[config.mk]
export PLATFORM = sky130hd
export DESIGN_NAME = projected_bounding_rectangle_core
export DESIGN_NICKNAME = d
export VERILOG_FILES = /design/src/sv/pbr_pkg.sv /design/src/sv/pbr_div.sv /design/src/sv/projected_bounding_rectangle_core.sv
export SDC_FILE = /design/constraint.sdc
export NUM_CORES = 2
export LEC_CHECK = 0
export BUFFER_PORTS_ARGS = -buffer_cell sky130_fd_sc_hd__buf_2
export CAP_MARGIN = 20
export CORE_ASPECT_RATIO = 0.6
export CORE_MARGIN = 5
export CORE_UTILIZATION = 55
export CTS_CLUSTER_SIZE = 10
export DETAILED_ROUTE_END_ITERATION = 6
export PLACE_DENSITY_LB_ADDON = 0.12
export SLEW_MARGIN = 20
export SYNTH_ARGS = -nofsm -noshare
export SYNTH_HDL_FRONTEND = slang
export SYNTH_HIERARCHICAL = 1
export SYNTH_SLANG_ARGS = --single-unit
[constraint.sdc]
create_clock -name clk_i -period 11.5 [get_ports clk_i]
set_input_delay 2.3 -clock clk_i [delete_from_list [all_inputs] [get_ports clk_i]]
set_output_delay 2.3 -clock clk_i [all_outputs]
set_load 0.03 [all_outputs]
[src/sv/pbr_pkg.sv]
// Package: types and constants for the projected bounding rectangle block.
`timescale 1ns / 1ps
package pbr_pkg;

  localparam int unsigned CoefW = 16;
  localparam int unsigned ClipW = 40;
  localparam int unsigned NormW = 32;
  localparam int unsigned SizeW = 14;
  localparam int unsigned QuotW = 48;

  typedef enum logic [2:0] {
    CFG_ROW_X  = 3'd0,
    CFG_ROW_Y  = 3'd1,
    CFG_ROW_W  = 3'd2,
    CFG_VIEW_W = 3'd3,
    CFG_VIEW_H = 3'd4
  } cfg_idx_e;

  typedef enum logic [3:0] {
    ST_IDLE,
    ST_MAC,
    ST_CHECK,
    ST_DIV_X,
    ST_DIV_Y,
    ST_UPDATE,
    ST_PIX,
    ST_OUT
  } state_e;

  typedef struct packed {
    logic signed [15:0] pos_x;
    logic signed [15:0] pos_y;
    logic signed [15:0] pos_z;
    logic               last_vertex;
  } vtx_t;

  typedef struct packed {
    logic signed [15:0] rect_left;
    logic signed [15:0] rect_top;
    logic signed [15:0] rect_width;
    logic signed [15:0] rect_height;
    logic               behind_camera;
  } rect_t;

  // Divider control and status.
  typedef struct packed {
    logic start;
  } div_ctl_t;

  typedef struct packed {
    logic busy;
    logic done;
  } div_sts_t;

  function automatic logic signed [NormW-1:0] sat32(input logic signed [63:0] v);
    if (v > 64'sh7FFF_FFFF) return 32'sh7FFF_FFFF;
    if (v < -64'sh8000_0000) return 32'sh8000_0000;
    return v[NormW-1:0];
  endfunction

  function automatic logic signed [15:0] sat16(input logic signed [47:0] v);
    if (v > 48'sd32767) return 16'sh7FFF;
    if (v < -48'sd32768) return 16'sh8000;
    return v[15:0];
  endfunction

endpackage

[src/sv/pbr_div.sv]
// Radix-2 restoring divider, one quotient bit a cycle, signed, truncating.
`timescale 1ns / 1ps
module pbr_div
  import pbr_pkg::*;
(
  input  logic                    clk_i,
  input  logic                    rst_ni,
  input  div_ctl_t                ctl_i,
  input  logic signed [63:0]      num_i,
  input  logic        [ClipW-1:0] den_i,   // positive
  output div_sts_t                sts_o,
  output logic signed [63:0]      quo_o
);

  localparam int unsigned CntW = 6;

  logic [63:0]      mag_q, mag_d;
  logic [ClipW:0]   rem_q, rem_d;
  logic [ClipW-1:0] den_q, den_d;
  logic             neg_q, neg_d;
  logic [CntW:0]    cnt_q, cnt_d;
  logic             busy_q, busy_d, done_q, done_d;
  logic [ClipW:0]   trial;

  always_comb begin
    mag_d  = mag_q;
    rem_d  = rem_q;
    den_d  = den_q;
    neg_d  = neg_q;
    cnt_d  = cnt_q;
    busy_d = busy_q;
    done_d = 1'b0;
    trial  = '0;
    if (ctl_i.start) begin
      mag_d  = num_i[63] ? 64'(-num_i) : 64'(num_i);
      neg_d  = num_i[63];
      den_d  = den_i;
      rem_d  = '0;
      cnt_d  = 7'd64;
      busy_d = 1'b1;
    end else if (busy_q) begin
      trial = {rem_q[ClipW-1:0], mag_q[63]};
      if (trial >= {1'b0, den_q}) begin
        rem_d = trial - {1'b0, den_q};
        mag_d = {mag_q[62:0], 1'b1};
      end else begin
        rem_d = trial;
        mag_d = {mag_q[62:0], 1'b0};
      end
      cnt_d = cnt_q - 7'd1;
      if (cnt_q == 7'd1) begin
        busy_d = 1'b0;
        done_d = 1'b1;
      end
    end
  end

  always_ff @(posedge clk_i or negedge rst_ni) begin
    if (!rst_ni) begin
      busy_q <= 1'b0;
      done_q <= 1'b0;
      cnt_q  <= '0;
    end else begin
      busy_q <= busy_d;
      done_q <= done_d;
      cnt_q  <= cnt_d;
    end
  end

  always_ff @(posedge clk_i) begin
    mag_q <= mag_d;
    rem_q <= rem_d;
    den_q <= den_d;
    neg_q <= neg_d;
  end

  assign sts_o.busy = busy_q;
  assign sts_o.done = done_q;
  assign quo_o      = neg_q ? -$signed(mag_q) : $signed(mag_q);

endmodule

[src/sv/projected_bounding_rectangle_core.sv]
// Top level: projected bounding rectangle of a vertex stream.
`timescale 1ns / 1ps
// Each vertex word is transformed by the x, y and w matrix rows on one
// shared multiplier, one coefficient product per cycle. Then cx/cw and
// -cy/cw are formed by a shared bit-serial divider. A vertex with w <= 0
// skips the divides. On a word marked last, the four pixel terms are
// scaled by the viewport size in a narrow 34x15 multiplier. The result
// word is loaded into an output register in ST_OUT once that register is
// free, so the next mesh starts while it waits. in_ready_o is low while a
// vertex is in flight. A second result stalls the block until the first
// one has left.
// Configuration must be written only while idle.
module projected_bounding_rectangle_core
  import pbr_pkg::*;
#(
  parameter int unsigned POS_FRAC_BITS = 12
) (
  input  logic        clk_i,
  input  logic        rst_ni,
  input  logic        in_valid_i,
  output logic        in_ready_o,
  input  vtx_t        in_data_i,
  output logic        out_valid_o,
  input  logic        out_ready_i,
  output rect_t       out_data_o,
  input  logic        cfg_valid_i,
  output logic        cfg_ready_o,
  input  logic [2:0]  cfg_index_i,
  input  logic [63:0] cfg_data_i
);

  // Configuration registers.
  logic [63:0]      row_q [3];
  logic [SizeW-1:0] vw_q, vh_q;

  always_ff @(posedge clk_i or negedge rst_ni) begin
    if (!rst_ni) begin
      row_q[0] <= 64'd1024;
      row_q[1] <= 64'd1024 << 16;
      row_q[2] <= 64'd1024 << 48;
      vw_q     <= 14'd640;
      vh_q     <= 14'd480;
    end else if (cfg_valid_i) begin
      case (cfg_idx_e'(cfg_index_i))
        CFG_ROW_X:  row_q[0] <= cfg_data_i;
        CFG_ROW_Y:  row_q[1] <= cfg_data_i;
        CFG_ROW_W:  row_q[2] <= cfg_data_i;
        CFG_VIEW_W: vw_q     <= cfg_data_i[SizeW-1:0];
        CFG_VIEW_H: vh_q     <= cfg_data_i[SizeW-1:0];
        default: ;
      endcase
    end
  end
  assign cfg_ready_o = 1'b1;

  state_e state_q, state_d;
  vtx_t   vtx_q;
  logic [3:0] step_q, step_d;
  logic signed [63:0] acc_q [3];
  logic signed [NormW-1:0] nx_q, ny_q;
  logic signed [NormW-1:0] xl_q, xg_q, yl_q, yg_q;
  logic   skip_q;
  rect_t  res_q;
  logic   out_valid_q;
  logic   res_load;  // output register free: take the finished word
  logic signed [47:0] pix_q [4];

  // Shared multiplier.
  logic signed [16:0] mul_a;
  logic signed [18:0] mul_b;
  logic signed [35:0] mul_p;
  logic [1:0] row_sel, col_sel;

  div_ctl_t div_ctl;
  div_sts_t div_sts;
  logic signed [63:0] div_num, div_quo;

  pbr_div u_div (
    .clk_i, .rst_ni, .ctl_i(div_ctl), .num_i(div_num),
    .den_i(acc_q[2][ClipW-1:0]), .sts_o(div_sts), .quo_o(div_quo)
  );

  localparam logic signed [16:0] One = 17'sd1 <<< POS_FRAC_BITS;

  always_comb begin
    row_sel = step_q[3:2] == 2'd3 ? 2'd2 : step_q[3:2];
    col_sel = step_q[1:0];
    mul_a = '0;
    mul_b = '0;
    if (state_q == ST_MAC) begin
      mul_a = 17'($signed(row_q[row_sel][16*col_sel +: 16]));
      case (col_sel)
        2'd0:    mul_b = 19'(vtx_q.pos_x);
        2'd1:    mul_b = 19'(vtx_q.pos_y);
        2'd2:    mul_b = 19'(vtx_q.pos_z);
        default: mul_b = 19'(One);
      endcase
    end else begin
      // Pixel terms: (n + 65536) or difference, by viewport size.
      case (step_q[1:0])
        2'd0:    mul_a = {3'b0, vw_q};
        2'd1:    mul_a = {3'b0, vh_q};
        2'd2:    mul_a = {3'b0, vw_q};
        default: mul_a = {3'b0, vh_q};
      endcase
    end
    mul_p = mul_a * mul_b;
  end

  // Pixel multiply is 34-bit by 14-bit; done as a separate product.
  logic signed [33:0] pix_a;
  logic signed [47:0] pix_p;
  always_comb begin
    case (step_q[1:0])
      2'd0:    pix_a = 34'(xl_q) + 34'sd65536;
      2'd1:    pix_a = 34'(yl_q) + 34'sd65536;
      2'd2:    pix_a = 34'(xg_q) - 34'(xl_q);
      default: pix_a = 34'(yg_q) - 34'(yl_q);
    endcase
    pix_p = pix_a * $signed({1'b0, mul_a[SizeW-1:0]});
  end

  assign res_load = (state_q == ST_OUT) && (!out_valid_q || out_ready_i);

  // Next state.
  always_comb begin
    state_d = state_q;
    step_d  = step_q;
    case (state_q)
      ST_IDLE:   if (in_valid_i && in_ready_o) begin
                   state_d = ST_MAC;
                   step_d  = '0;
                 end
      ST_MAC: begin
        step_d = step_q + 4'd1;
        if (step_q == 4'd11) state_d = ST_CHECK;
      end
      ST_CHECK:  state_d = (acc_q[2] <= 0) ? ST_UPDATE : ST_DIV_X;
      ST_DIV_X:  if (div_sts.done) state_d = ST_DIV_Y;
      ST_DIV_Y:  if (div_sts.done) state_d = ST_UPDATE;
      ST_UPDATE: begin
        step_d  = '0;
        state_d = vtx_q.last_vertex ? ST_PIX : ST_IDLE;
      end
      ST_PIX: begin
        step_d = step_q + 4'd1;
        if (step_q == 4'd3) state_d = ST_OUT;
      end
      ST_OUT:    if (res_load) state_d = ST_IDLE;
      default:   state_d = ST_IDLE;
    endcase
  end

  // Outputs.
  always_comb begin
    in_ready_o  = state_q == ST_IDLE;
    out_valid_o = out_valid_q;
    div_ctl.start = 1'b0;
    div_num = '0;
    if (state_q == ST_CHECK && acc_q[2] > 0) begin
      div_ctl.start = 1'b1;
      div_num = acc_q[0] <<< 16;
    end else if (state_q == ST_DIV_X && div_sts.done) begin
      div_ctl.start = 1'b1;
      div_num = -(acc_q[1] <<< 16);
    end
  end
  assign out_data_o = res_q;

  always_ff @(posedge clk_i or negedge rst_ni) begin
    if (!rst_ni) begin
      state_q <= ST_IDLE;
      step_q  <= '0;
      xl_q <= 32'sh7FFF_FFFF; yl_q <= 32'sh7FFF_FFFF;
      xg_q <= 32'sh8000_0000; yg_q <= 32'sh8000_0000;
      skip_q <= 1'b0;
      out_valid_q <= 1'b0;
    end else begin
      state_q <= state_d;
      step_q  <= step_d;
      if (state_q == ST_CHECK && acc_q[2] <= 0) skip_q <= 1'b1;
      if (state_q == ST_UPDATE && acc_q[2] > 0) begin
        if (nx_q < xl_q) xl_q <= nx_q;
        if (nx_q > xg_q) xg_q <= nx_q;
        if (ny_q < yl_q) yl_q <= ny_q;
        if (ny_q > yg_q) yg_q <= ny_q;
      end
      if (res_load) begin
        xl_q <= 32'sh7FFF_FFFF; yl_q <= 32'sh7FFF_FFFF;
        xg_q <= 32'sh8000_0000; yg_q <= 32'sh8000_0000;
        skip_q <= 1'b0;
      end
      if (res_load) begin
        out_valid_q <= 1'b1;
      end else if (out_ready_i) begin
        out_valid_q <= 1'b0;
      end
    end
  end

  always_ff @(posedge clk_i) begin
    if (state_q == ST_IDLE && in_valid_i) begin
      vtx_q <= in_data_i;
      acc_q[0] <= '0; acc_q[1] <= '0; acc_q[2] <= '0;
    end
    if (state_q == ST_MAC) acc_q[row_sel] <= acc_q[row_sel] + 64'(mul_p);
    if (state_q == ST_DIV_X && div_sts.done) nx_q <= sat32(div_quo);
    if (state_q == ST_DIV_Y && div_sts.done) ny_q <= sat32(div_quo);
    if (state_q == ST_PIX) begin
      // Truncating divide by 2^17 toward zero.
      pix_q[step_q[1:0]] <= (pix_p < 0) ? -((-pix_p) >>> 17) : (pix_p >>> 17);
    end
    if (res_load) begin
      res_q.rect_left     <= sat16(pix_q[0]);
      res_q.rect_top      <= sat16(pix_q[1]);
      res_q.rect_width    <= sat16(pix_q[2]);
      res_q.rect_height   <= sat16(pix_q[3]);
      res_q.behind_camera <= skip_q;
    end
  end

endmodule
==> metrics.txt <==
status=completed; Via-to-Cell Ratio=5.97; Slew @ Worst Pin=1160 ps; CTS Buffer Depth=3; Worst-Skew Late Latency=800 ps; largest net degree at the start of global routing=135; row count=115; clock transition at the registers of the reported paths=60 ps; Initial Utilization=55.6%; Tmin final=11250 ps; Post-Syn Area=0.0915 mm^2; Port Buffer Count=187; DP Cell Count=11684; Crit-path slowest cell=dfstp_2; Die Wd=536 um; nets=11153; H-Tree Depth=3; Hold Fails Final Rpt=0; drt first pass iters=6; R2R depth=49; hold path endpoint=out_data_o[11]; commonest non-fill, non-tap cell in the layout=inv_1; worst hold start=pix_q[3][10]; Hold Crit Class=register to register; max-cap violations=0; initial antenna violation count=13; chip height=326 um; GP Congestion=0.970; Critical Path End Type=register; worst setup margin=248 ps; DRC=0; clk sink count=1073; drt wl/cell=24.1 um; TritonCTS Buffers=121; Core Area=0.165 mm^2; Final setup viols=0; CP dominant cell by count=buf_4; Yosys warning count=6; layout cells sized above 1=13.7%; Layout area overhead=11.4%; routed wire length=287 mm; Die ar.=0.175 mm^2; Fmax=88.9 MHz; Fillers=13847; ANT nets after route=0; critical path peak fanout=7; most frequent cells in the layout=inv_1 (1245), nor2_1 (924), nand2_1 (917), fa_1 (908), edfxtp_1 (667); io pins=189; first-pass GRT wire length=436 mm; slowest stage delay, CP=530 ps; DP Worst Slack=-426 ps; total global routing overflow=0; total track usage=32.8%; Setup Skew=97.1 ps; reg2reg end=pix_q[1][16]; Critical Path Start Type=register; post-DP HPWL=227 mm; Worst EP arrival=11720 ps; worst r2r src=yl_q[1]; fin cells=11925; worst hold stages=2; final slew viol count=0; Setup Crit Path Kind=register to register; Iter 0 DRT Violations=8433; Max transition margin=21.7%; Synth Area per Inst=9.93 um^2; R2R setup slack=250 ps; crit share post-route=97.8%; worst path required time=11960 ps; CTS tree=built; total number of vias=71134; CTS root buffer=clkbuf_16; vias in the first global route=68823; Post-Synthesis Cells=9211
## layout make-up
type / count / area (um^2) / area share, %
Multi-Input combinational cell: 6536 / 56300 / 55.2
Timing Repair Buffer: 625 / 4440 / 4.36
Clock buffer: 190 / 3300 / 3.24
Clock inverter: 17 / 290 / 0.285
Tap cell: 2223 / 2780 / 2.73
Inverter: 1253 / 4710 / 4.62
Antenna cell: 8 / 20.0 / 0.0196
Sequential cell: 1073 / 30100 / 29.5
## flip-flops by register name, indices dropped and copies added (netlist names), 4 cells and up
signal	flops
acc_q	192
nx_q	32
ny_q	32
out_data_o	65
pix_q	192
row_q	192
step_q	4
u_div/cnt_q	7
u_div/den_q	40
u_div/mag_q	64
u_div/rem_q	40
vh_q	14
vtx_q	49
vw_q	14
xg_q	32
xl_q	32
yg_q	32
yl_q	32
## metal layers
layer	up-vias	wire (um)	global-route usage, %
li1	31688	-	-
met1	35527	136000	54.2
met2	3654	105000	40.5
met3	265	41200	12.1
met4	0	4440	4.92
met5	-	0	0
## worst max-delay path, delay by kind of cell (launching register included)
family	cells	cell delay, ps
muxes	1	360
buffers and inverters	17	1850
AOI/OAI and AO/OA	12	2400
DFF	1	530
and+or+nand+nor	8	1560
xor gates and xnor gates	3	370
adders and majority gates	8	3830
## worst max path at each step
stage          slack (ps)            to      start
2_1_floorplan         180  acc_q[0][62]  step_q[1]
3_3_place_gp         -370  pix_q[0][28]    xg_q[0]
3_5_place_dp         -430  pix_q[2][27]    xl_q[1]
4_1_cts                30  pix_q[2][29]    xl_q[1]
5_1_grt               -90  pix_q[0][24]    yl_q[1]
6_report              250  pix_q[1][16]    yl_q[1]
## through the flow
stage                     utilization [%]  setup TNS, ps  instance area [um^2]  hold slack [ps]
final                                61.9              0                102000              480
after global placement               59.2         -28940                 97500              469
after global routing                 61.9          -2130                102000              496
after floorplan                         -              0                 91700              441
after detailed placement             59.2         -35950                 97500              482
after CTS                            61.4              0                101000              468
## timing repair
action,4_1_cts,5_1_grt
endpoints found under the setup margin,154,204
hold buffers,0,0
resized for setup,17,123
setup buffers,0,23
cloned,0,1
pin swaps,1,26
Power is not shown: default switching activity piles up to over one toggle a cycle in this logic, so the estimate is an artifact.
